## src/sv/dmpi_pkg.sv

```systemverilog
// ----------------------------------------------------------------------------
// dmpi_pkg
// Shared widths, codes, command table and controller/datapath types of the
// dual-motor PI speed controller.
// ----------------------------------------------------------------------------
package dmpi_pkg;

    // default number of capture period bits in use
    localparam int CAPTURE_BITS_DEF = 16;

    // field and state widths
    localparam int OP_W      = 2;
    localparam int PERIOD_W  = 16;
    localparam int CHAR_W    = 8;
    localparam int PINS_W    = 4;
    localparam int DUTY_W    = 16;
    localparam int SPEED_W   = 16;
    localparam int GAIN_W    = 20;
    localparam int SUM_W     = 32;
    localparam int ERR_W     = 31;
    localparam int CFG_W     = 20;
    localparam int CFG_IDX_W = 3;

    // divider unit: dividend and divisor widths
    localparam int DIV_W = 30;
    localparam int DVS_W = 16;

    // products and their sum
    localparam int PROD_P_W = GAIN_W + 1 + ERR_W;
    localparam int PROD_I_W = GAIN_W + 1 + SUM_W;
    localparam int ACC_W    = PROD_I_W + 1;

    // item opcodes
    localparam logic [OP_W-1:0] OP_CAPTURE = 2'd0;
    localparam logic [OP_W-1:0] OP_FRAME   = 2'd1;
    localparam logic [OP_W-1:0] OP_TIMEOUT = 2'd2;

    // frame terminator and error scale
    localparam logic [CHAR_W-1:0] FRAME_END = 8'h23;
    localparam logic [13:0]       ERR_SCALE = 14'd10000;

    // register indexes
    localparam logic [CFG_IDX_W-1:0] REG_TARGET     = 3'd0;
    localparam logic [CFG_IDX_W-1:0] REG_SCALE      = 3'd1;
    localparam logic [CFG_IDX_W-1:0] REG_PROP_ONE   = 3'd2;
    localparam logic [CFG_IDX_W-1:0] REG_INT_ONE    = 3'd3;
    localparam logic [CFG_IDX_W-1:0] REG_PROP_TWO   = 3'd4;
    localparam logic [CFG_IDX_W-1:0] REG_INT_TWO    = 3'd5;
    localparam logic [CFG_IDX_W-1:0] REG_DUTY_LIMIT = 3'd6;

    // register reset values
    localparam logic [SPEED_W-1:0] RST_TARGET     = 16'd100;
    localparam logic [SPEED_W-1:0] RST_SCALE      = 16'd3000;
    localparam logic [GAIN_W-1:0]  RST_PROP_ONE   = 20'd22938;
    localparam logic [GAIN_W-1:0]  RST_INT_ONE    = 20'd2621;
    localparam logic [GAIN_W-1:0]  RST_PROP_TWO   = 20'd19661;
    localparam logic [GAIN_W-1:0]  RST_INT_TWO    = 20'd1966;
    localparam logic [DUTY_W-1:0]  RST_DUTY_LIMIT = 16'd20000;

    // motion command characters
    localparam logic [CHAR_W-1:0] CMD_STOP  = 8'h30;  // '0'
    localparam logic [CHAR_W-1:0] CMD_B     = 8'h42;
    localparam logic [CHAR_W-1:0] CMD_C     = 8'h43;
    localparam logic [CHAR_W-1:0] CMD_A     = 8'h41;
    localparam logic [CHAR_W-1:0] CMD_D     = 8'h44;
    localparam logic [CHAR_W-1:0] CMD_W     = 8'h57;
    localparam logic [CHAR_W-1:0] CMD_E     = 8'h45;
    localparam logic [CHAR_W-1:0] CMD_S     = 8'h53;
    localparam logic [CHAR_W-1:0] CMD_N     = 8'h4E;

    // action of one command byte
    typedef struct packed {
        logic              known;
        logic [PINS_W-1:0] pins;
        logic              clr_one;
        logic              clr_two;
    } t_cmd_act;

    function automatic t_cmd_act decode_command(input logic [CHAR_W-1:0] c);
        t_cmd_act a;
        a = '0;
        a.known = 1'b1;
        case (c)
            CMD_STOP: begin
                a.pins = 4'h0; a.clr_one = 1'b1; a.clr_two = 1'b1;
            end
            CMD_B: begin
                a.pins = 4'h1; a.clr_two = 1'b1;
            end
            CMD_C: begin
                a.pins = 4'h2; a.clr_two = 1'b1;
            end
            CMD_A: begin
                a.pins = 4'h4; a.clr_one = 1'b1;
            end
            CMD_D: begin
                a.pins = 4'h8; a.clr_one = 1'b1;
            end
            CMD_W: a.pins = 4'hA;
            CMD_E: a.pins = 4'h5;
            CMD_S: a.pins = 4'h6;
            CMD_N: a.pins = 4'h9;
            default: a = '0;
        endcase
        return a;
    endfunction

    // controller states
    typedef enum logic [3:0] {
        S_IDLE,
        S_DECODE,
        S_CAP_WAIT,
        S_NUM,
        S_ERR_START,
        S_ERR_WAIT,
        S_PROD_P,
        S_PROD_I,
        S_DUTY,
        S_OUT
    } t_state;

    // controller to datapath commands
    typedef struct packed {
        logic load;
        logic cap_start;
        logic cap_store;
        logic timeout;
        logic apply_cmd;
        logic motor;
        logic num_calc;
        logic err_start;
        logic err_store;
        logic prod_p;
        logic prod_i;
        logic duty_upd;
        logic out_load;
        logic out_written;
    } t_dp_cmd;

    // datapath to controller status
    typedef struct packed {
        logic [OP_W-1:0] opcode;
        logic            frame_ok;
        logic            div_done;
    } t_dp_stat;

endpackage

```

## src/sv/dmpi_ctrl.sv

```systemverilog
// ----------------------------------------------------------------------------
// dmpi_ctrl
// Controller: sequences the datapath through one item, handles the input
// handshake and the result valid flag.
// ----------------------------------------------------------------------------
module dmpi_ctrl (
    input  logic                  i_clk,
    input  logic                  i_rst_n,
    input  logic                  i_in_valid,
    output logic                  o_in_ready,
    output logic                  o_out_valid,
    input  logic                  i_out_ready,
    input  dmpi_pkg::t_dp_stat    i_stat,
    output dmpi_pkg::t_dp_cmd     o_cmd
);
    dmpi_pkg::t_state r_state;
    dmpi_pkg::t_state n_state;
    logic             r_motor;
    logic             n_motor;
    logic             r_written;
    logic             n_written;
    logic             r_out_valid;
    logic             n_out_valid;

    // state registers
    always_ff @(posedge i_clk) begin
        if (!i_rst_n) begin
            r_state     <= dmpi_pkg::S_IDLE;
            r_motor     <= 1'b0;
            r_written   <= 1'b0;
            r_out_valid <= 1'b0;
        end else begin
            r_state     <= n_state;
            r_motor     <= n_motor;
            r_written   <= n_written;
            r_out_valid <= n_out_valid;
        end
    end

    // next state and datapath commands
    always_comb begin
        n_state    = r_state;
        n_motor    = r_motor;
        n_written  = r_written;
        o_cmd      = '0;
        o_in_ready = 1'b0;
        case (r_state)
            dmpi_pkg::S_IDLE: begin
                o_in_ready = 1'b1;
                if (i_in_valid) begin
                    o_cmd.load = 1'b1;
                    n_state    = dmpi_pkg::S_DECODE;
                end
            end
            dmpi_pkg::S_DECODE: begin
                n_motor   = 1'b0;
                n_written = 1'b0;
                n_state   = dmpi_pkg::S_OUT;
                case (i_stat.opcode)
                    dmpi_pkg::OP_CAPTURE: begin
                        o_cmd.cap_start = 1'b1;
                        n_state         = dmpi_pkg::S_CAP_WAIT;
                    end
                    dmpi_pkg::OP_FRAME: begin
                        if (i_stat.frame_ok) begin
                            o_cmd.apply_cmd = 1'b1;
                            n_written       = 1'b1;
                            n_state         = dmpi_pkg::S_NUM;
                        end
                    end
                    dmpi_pkg::OP_TIMEOUT: begin
                        o_cmd.timeout = 1'b1;
                    end
                    default: ;
                endcase
            end
            dmpi_pkg::S_CAP_WAIT: begin
                if (i_stat.div_done) begin
                    o_cmd.cap_store = 1'b1;
                    n_state         = dmpi_pkg::S_OUT;
                end
            end
            dmpi_pkg::S_NUM: begin
                o_cmd.num_calc = 1'b1;
                n_state        = dmpi_pkg::S_ERR_START;
            end
            dmpi_pkg::S_ERR_START: begin
                o_cmd.err_start = 1'b1;
                n_state         = dmpi_pkg::S_ERR_WAIT;
            end
            dmpi_pkg::S_ERR_WAIT: begin
                if (i_stat.div_done) begin
                    o_cmd.err_store = 1'b1;
                    n_state         = dmpi_pkg::S_PROD_P;
                end
            end
            dmpi_pkg::S_PROD_P: begin
                o_cmd.prod_p = 1'b1;
                n_state      = dmpi_pkg::S_PROD_I;
            end
            dmpi_pkg::S_PROD_I: begin
                o_cmd.prod_i = 1'b1;
                n_state      = dmpi_pkg::S_DUTY;
            end
            dmpi_pkg::S_DUTY: begin
                o_cmd.duty_upd = 1'b1;
                if (!r_motor) begin
                    n_motor = 1'b1;
                    n_state = dmpi_pkg::S_NUM;
                end else begin
                    n_state = dmpi_pkg::S_OUT;
                end
            end
            dmpi_pkg::S_OUT: begin
                if (!r_out_valid || i_out_ready) begin
                    o_cmd.out_load = 1'b1;
                    n_state        = dmpi_pkg::S_IDLE;
                end
            end
            default: n_state = dmpi_pkg::S_IDLE;
        endcase
        o_cmd.motor       = r_motor;
        o_cmd.out_written = r_written;
    end

    // result valid flag
    always_comb begin
        n_out_valid = r_out_valid;
        if (o_cmd.out_load) begin
            n_out_valid = 1'b1;
        end else if (i_out_ready) begin
            n_out_valid = 1'b0;
        end
    end

    assign o_out_valid = r_out_valid;

endmodule

```

## config.mk

```make
export PLATFORM = sky130hd
export DESIGN_NAME = dmpi_ctrl
export DESIGN_NICKNAME = d
export VERILOG_FILES = /design/src/sv/dmpi_pkg.sv /design/src/sv/dmpi_ctrl.sv
export SDC_FILE = /design/constraint.sdc
export NUM_CORES = 1
export LEC_CHECK = 0
export ABC_AREA = 1
export ABC_CLOCK_PERIOD_IN_PS = 1050
export BUFFER_PORTS_ARGS = -buffer_cell sky130_fd_sc_hd__buf_2
export CAP_MARGIN = 20
export CORE_AREA = 2 2 39 41
export CTS_BUF_LIST = sky130_fd_sc_hd__clkbuf_4 sky130_fd_sc_hd__clkbuf_8
export DETAILED_ROUTE_END_ITERATION = 12
export DIE_AREA = 0 0 41 43
export PLACE_DENSITY = 0.79
export SYNTH_ARGS = -nofsm -noshare
export SYNTH_HDL_FRONTEND = slang
export SYNTH_SLANG_ARGS = --single-unit
export TNS_END_PERCENT = 100
```

## constraint.sdc

```tcl
create_clock -name i_clk -period 1.05 [get_ports i_clk]
set_input_delay 0.0525 -clock i_clk [delete_from_list [all_inputs] [get_ports i_clk]]
set_output_delay 0.0525 -clock i_clk [all_outputs]
set_load 0.05 [all_outputs]
```

==> run summary, run 1 <==
The maximum cell stage delay along the critical path came out at 360 ps. The highest attainable clock frequency is 735.1 MHz. The run finished, with violations left.

After detailed routing, the number of remaining DRC violations is 0. In this design, the largest share of critical-path delay is due to flip-flops. The number of antenna repair diodes is 0. For this block, the via count after detailed routing is 721. The count of boundary I/O pins is 24. The final worst-path cycle share is 129.6%. The die area is 1763 um2. The worst-case hold slack is 91.57 ps. The total of fill cells in the finished design came out at 70. The number of global-route vias before repair is 714. The sum of overflow across all layers after global routing came out at 0. At the pin with the least slew margin, the transition time is 299.3 ps. The fraction of layout cells with a size suffix above 1 is 68.18%. The first-pass iteration count of the detailed router came out at 4. The global-route usage over all layers came out at 24.57%. The leakage dissipation came out at 0.5206 nW. The area taken by flip-flops and latches is 156.4 um2. The area inside the core boundary came out at 1384 um2. After routing, the total negative slack on setup checks comes to -4106 ps. The placement row count is 14. The relative max-transition margin came out at 80.02%. The final non-filler cell total came out at 148. STA classifies the critical path endpoint as a primary output. STA classifies the critical path startpoint as a flip-flop. The H-tree depth reported by CTS came out at 1. Setup repair after global routing could not meet its margin everywhere. Setup violations remaining at the end of the flow were counted as 19.

The initial core utilization came out at 38.16%. The highest fanout seen on the critical path is 5. In this run, CTS created clock tree buffers numbering 3. The worst voltage drop across the vdd grid came out at 1.542 mV.

The number of hold violations in the final report is 0. The count of buffers inserted at the top-level ports is 23. Prior to clock tree synthesis, the placed netlist has a worst setup slack of -129.5 ps. The half-perimeter wire length after placement is 1287 um. The number of warning messages in the yosys log came out at 0. The final layout contains routed wiring with a total length of 1936 um.

Walking the worst path, the cells encountered are inv_6, nand2_4, nor2_4, inv_4, nor3_4, buf_6. The final reports fail on setup timing. The overall power is 2.189 mW. The area of placed instances came out at 853.3 um2. Counting I/O delays and the setup requirement, the final critical path takes 1360 ps. The area added between synthesis and finish is 110.4%.

The total power divided by cell area came out at 1970 nW/um2. The count of buffering cells on the critical path with inverters included came out at 3. In this run the cell area of the synthesized design comes to 528.0 um2.

The tool flagged a number of max-cap violations equal to 0. After layout, the worst setup slack is -310.4 ps. The synthesis-stage register bit count is 7. The initial antenna violation count is 0. The root buffer cell chosen for the clock tree is sky130_fd_sc_hd__clkbuf_4. The number of pins exceeding their max-slew limit in the final report is 0. The tightest min-delay check is of the input port to flip-flop type.

The die outline height came out at 43 um. The die is 41 um wide. After technology mapping, the gate count stands at 92. The area used by multi-input combinational logic came out at 459.2 um2.

The finished cells cover 1111 um2. Clock-pin slew was measured on the worst setup and hold paths at 60 ps. The top cell types in the final layout, fill and taps aside, are sky130_fd_sc_hd__buf_6 (14), sky130_fd_sc_hd__nand2_1 (12), sky130_fd_sc_hd__buf_4 (12). The net count of the mapped netlist is 100. The clock net sink count is 7. The most common library cell in the layout ignoring fill and taps is sky130_fd_sc_hd__buf_6.

The largest net degree at the start of global routing came out at 8. The data required time of the critical path came out at 1000 ps. The netlist uses 15 different library cells. The first global-routing pass estimated 2987 um of wire.

The sequential element share of the synthesized area is 26.54%. Clock skew on the completed layout was measured at 0.4239 ps. TritonCTS built the clock tree.

The insertion delay of the later-clocked pin in the worst-skew pair is 260 ps. The total placed cells including tap cells is 137. The number of vias per cell after detailed routing is 4.872.

The placer congestion estimate is 0.9073. The highest-delay cell along the critical path is sky130_fd_sc_hd__dfxtp_4. The mean cell area of the mapped netlist is 5.739 um2. Data arrives at the worst endpoint at 1310 ps.

No sink is reached through more buffers than the 2 on the longest clock path. The critical path is of the flip-flop to primary output type. The number of design-rule violations left by the first detailed-router iteration is 7. The post-detailed-route wirelength per cell is 13.08 um. The final antenna-violating net count is 0. Measured on the finished design, the core utilization comes to 80.29%.

The net count reported at finish came out at 141.
registers in the layout (all words and copies together) (netlist names):
register / flops
o_out_valid: 1
r_motor: 1
r_written: 1
r_state: 4
path summary, 6_finish.rpt:
path	to	start	slack, ps	cells after the start
setup / recovery	o_cmd[10]	r_state[3]	-310	6
hold / removal	o_out_valid	i_out_ready	90	4
setup reg to reg	r_written	r_state[3]	-270	9
hold reg to reg	r_written	r_written	470	2
cell usage after synthesis:
master | instances | area, um2
sky130_fd_sc_hd__buf_4 | 4 | 30.03
sky130_fd_sc_hd__dfxtp_1 | 7 | 140.1
sky130_fd_sc_hd__inv_2 | 3 | 11.26
sky130_fd_sc_hd__nor4_1 | 1 | 6.260
sky130_fd_sc_hd__nor2_2 | 2 | 12.51
sky130_fd_sc_hd__nand2_2 | 3 | 18.77
sky130_fd_sc_hd__o21bai_1 | 1 | 7.510
sky130_fd_sc_hd__nor3_1 | 3 | 15.01
sky130_fd_sc_hd__nor2_1 | 17 | 63.81
sky130_fd_sc_hd__a21oi_1 | 6 | 30.03
sky130_fd_sc_hd__nand2_1 | 17 | 63.81
sky130_fd_sc_hd__inv_1 | 14 | 52.55
sky130_fd_sc_hd__nand3_1 | 12 | 60.06
sky130_fd_sc_hd__nand3b_1 | 1 | 7.510
sky130_fd_sc_hd__a21oi_2 | 1 | 8.760
kinds of logic after synthesis:
logic type             count (synthesis)  share of synthesized area (%)
AND/OR/NAND/NOR                       56                          46.92
buffers and inverters                 21                          17.77
AO/OA/AOI/OAI                          8                          8.769
flip-flops                             7                          26.54
where the power goes:
| group | internal [mW] | switching [mW] |
|---|---|---|
| sequential | 0.320 | 0.0810 |
| combinational | 0.640 | 0.881 |
| clock | 0.141 | 0.126 |
worst min-delay path, delay by kind of cell:
family        cells  cell delay, ps
buf+inv           1              90
simple gates      3             180
per-layer routing:
metal	vias up	GRT usage [%]	part of all wire [%]
met5	-	0	0
met4	0	11.33	2.3
met3	8	5.236	3.2
met2	17	38.13	51
met1	333	30.84	44
li1	363	-	-
area by class of cell:
| class | count | share of cell area (%) |
|---|---|---|
| Inverter | 17 | 7.207 |
| Multi-Input combinational cell | 64 | 41.33 |
| Timing Repair Buffer | 40 | 33.11 |
| Clock inverter | 1 | 0.4504 |
| Tap cell | 16 | 1.802 |
| Sequential cell | 7 | 14.08 |
| Clock buffer | 3 | 2.027 |
repair_timing:
| item | CTS | global route |
|---|---|---|
| hold buffers | 0 | 0 |
| gates resized for setup | 45 | 8 |
| endpoints found under the setup margin | 19 | 19 |
| setup buffers | 6 | 2 |
| pin swaps | 6 | 0 |
Note: power is estimated with default switching activity, not from simulation.
==> inputs of run 2 (changes only) <==
==> constraint.sdc (replaced) <==
create_clock -name i_clk -period 1.05 [get_ports i_clk]
set_input_delay 0.0525 -clock i_clk [delete_from_list [all_inputs] [get_ports i_clk]]
set_output_delay 0.0525 -clock i_clk [all_outputs]
set_load 0.02 [all_outputs]
==> run 2 against run 1 <==
Against the previous run: the flow still finishes with violations (setup timing); first-iteration DRC count grew to 8.4 times the previous value; global-route usage grew 4.6 points; die area is the same; sequential power is essentially flat; routed wire length grew 31%; register-to-register slack is essentially flat; critical path depth grew 1; sequential share of layout area shrank 0.53 points; final cell count grew 5.4%; total power shrank 1.3%; setup slack gained 33 ps; core utilization grew 3.2 points; highest routed layer unchanged.
==> run summary, run 2 (synthesis results as in run 1) <==
The sum of overflow across all layers after global routing came out at 0. The area inside the core boundary came out at 1384 um2. The placement row count is 14. The total number of vias is 814. Routability-driven placement finished with a final weighted congestion of 0.8632. The final antenna-violating net count is 0. The total of fill cells in the finished design came out at 72. The internal power of the cells totals 1.170 mW. The CTS tree is yes. The tightest hold path in the finished design has a slack of 109.5 ps. The worst voltage drop across the vdd grid is 0.9750 mV. The fraction of layout cells with a size suffix above 1 is 71.43%. The initial antenna violation count came out at 0. The number of global-route vias before repair is 769. The insertion delay of the later-clocked pin in the worst-skew pair is 280 ps.

The worst min-delay path class is input port to flip-flop. The die is 43 um tall. The number of hold violations in the final report was 0. The die area came out at 1763 um2.

The startpoint identified for the worst register-to-register timing path is r_state[3]. The switching part of the total is 45.87%. The data required time of the critical path came out at 1000 ps. The critical path capture point is o_cmd[9].

In this run the worst setup path begins at r_state[2]. The post-route worst setup slack is -277.1 ps. During placement, the flow inserted port buffers numbering 23.

Once layout is complete, the utilization of the core stands at 83.45%. The worst-case clock skew came out at 11.84 ps. The reported max-cap violation count came out at 0. The count of boundary I/O pins came out at 24.

The number of clock buffers inserted by TritonCTS came out at 3. CTS built an H-tree with a depth of 1. The highest fanout seen on the critical path came out at 5. The first global-routing pass estimated 3346 um of wire. The critical setup path kind is flip-flop to primary output.

Setup violations remaining at the end of the flow were counted as 20. The post-detailed-route wirelength per cell came out at 16.23 um. The wire-length estimate of the detail-placed layout is 1111 um.

The logic gate share of total power is 67.1%. The area added between synthesis and finish is 118.7%. For the worst setup path, the data arrival time is 1270 ps.

Setup repair after global routing could not meet its margin everywhere. The leakage dissipation is 0.5782 nW. The power share of the clock group came out at 14.1%. The worst setup path is launched from a flip-flop.

The total power divided by cell area is 1871 nW/um2. The number of DRC violations after detailed routing is 0. Entering global routing, the biggest net connects 8 pins.

The initial core utilization is 38.16%. The minimum clock period after layout came out at 1327 ps. The chip width came out at 41 um. The clock-pin slew of the registers on the worst-case setup and hold paths is 60 ps. The final worst-path cycle share came out at 126.4%. The number of pins exceeding their max-slew limit in the final report is 0. Clock tree synthesis selected as its root buffer the cell sky130_fd_sc_hd__clkbuf_4. The library cell used most frequently in the layout, excluding fill and tap cells, is sky130_fd_sc_hd__buf_4. No sink is reached through more buffers than the 2 on the longest clock path. The wire length reported by the detailed router is 2532 um. The clock net sink count is 7. The number of antenna repair diodes is 0.

The global-route usage over all layers is 29.22%. The register with the most flip-flops in the layout has 4 of them. The area taken by flip-flops and latches is 156.4 um2. After the last flow step, the layout net total stands at 149. The switching power came out at 0.9911 mW. Counting cells, the worst reg-to-reg path comes to 8.

Prior to clock tree synthesis, the placed netlist has a worst setup slack of -138.8 ps. The first-pass iteration count of the detailed router is 4. The relative max-transition margin came out at 79.52%.

The number of vias per cell after detailed routing came out at 5.218. The area used by multi-input combinational logic is 469.2 um2. The final reports fail on setup timing. r_state holds more flip-flops than any other register. The worst register-to-register path has a setup slack of -270 ps.

The critical path capture point type is a primary output. The destination of the worst register-to-register timing path is r_state[0]. The library cells used most frequently in the layout, excluding fill and tap cells, are sky130_fd_sc_hd__buf_4 (20), sky130_fd_sc_hd__buf_6 (18), sky130_fd_sc_hd__nand2_1 (11). The sequential power share came out at 18.8%. Timing would allow up to 753.6 MHz. At the pin with the least slew margin, the transition time is 306.8 ps. The number of design-rule violations left by the first detailed-router iteration came out at 59. The run finished, with violations left.
[run 2: routing by layer]
metal / GRT usage, % / part of all wire, % / vias to the layer above
met4: 16.00 / 4.2 / 0
met2: 45.31 / 48 / 41
met1: 31.19 / 41 / 372
met5: 0 / 0 / -
met3: 13.09 / 7.0 / 14
li1: - / - / 387
[run 2: critical path, stage by stage, from the launching register on]
cell and delay, ps:
sky130_fd_sc_hd__dfxtp_4 390, sky130_fd_sc_hd__inv_4 70, sky130_fd_sc_hd__nand2_4 70, sky130_fd_sc_hd__nor2_4 120, sky130_fd_sc_hd__buf_4 120, sky130_fd_sc_hd__nand2_2 60
sky130_fd_sc_hd__inv_2 60, sky130_fd_sc_hd__buf_6 100
[run 2: per-stage QoR]
stage	instance area (um2)	total power, mW	TNS, ps	instances
5_1_grt	1155	2.283	-5328	156
2_1_floorplan	554.3	0.8681	-146.2	92
3_3_place_gp	749.5	1.106	-469.0	139
4_1_cts	1020	1.862	-3050	149
3_5_place_dp	749.5	1.126	-857.4	139
6_report	1155	2.161	-4144	156
[run 2: worst min-delay path by stage]
stage                      from          end  cells after the start
floorplan             i_stat[2]    o_cmd[10]                      1
global placement    i_out_ready  o_out_valid                      4
detailed placement  i_out_ready  o_out_valid                      4
CTS                   i_stat[0]   r_state[1]                      4
global route        i_out_ready  o_out_valid                      4
finish                i_stat[0]   r_state[1]                      4
[run 2: power by group through the flow]
| stage | clock network (mW) | registers (mW) | logic (mW) |
|---|---|---|---|
| finish | 0.304 | 0.405 | 1.45 |
| floorplan | 0 | 0.355 | 0.513 |
| global placement | 0 | 0.356 | 0.750 |
| global route | 0.351 | 0.409 | 1.52 |
| detailed placement | 0 | 0.358 | 0.768 |
| CTS | 0.297 | 0.393 | 1.17 |
[run 2: cell type report]
cell class,count,share of cell area [%]
multi-input cells,64,40.63
flip-flops and latches,7,13.54
well taps,16,1.733
inverters,17,6.609
repair buffers,48,34.89
clock buffers,4,2.600
[run 2: what timing repair did]
action / CTS / global route
endpoints found under the setup margin: 20 / 20
pin swaps: 6 / 10
resized for setup: 63 / 23
hold buffers: 0 / 0
setup buffers: 6 / 7
cloned: 0 / 0
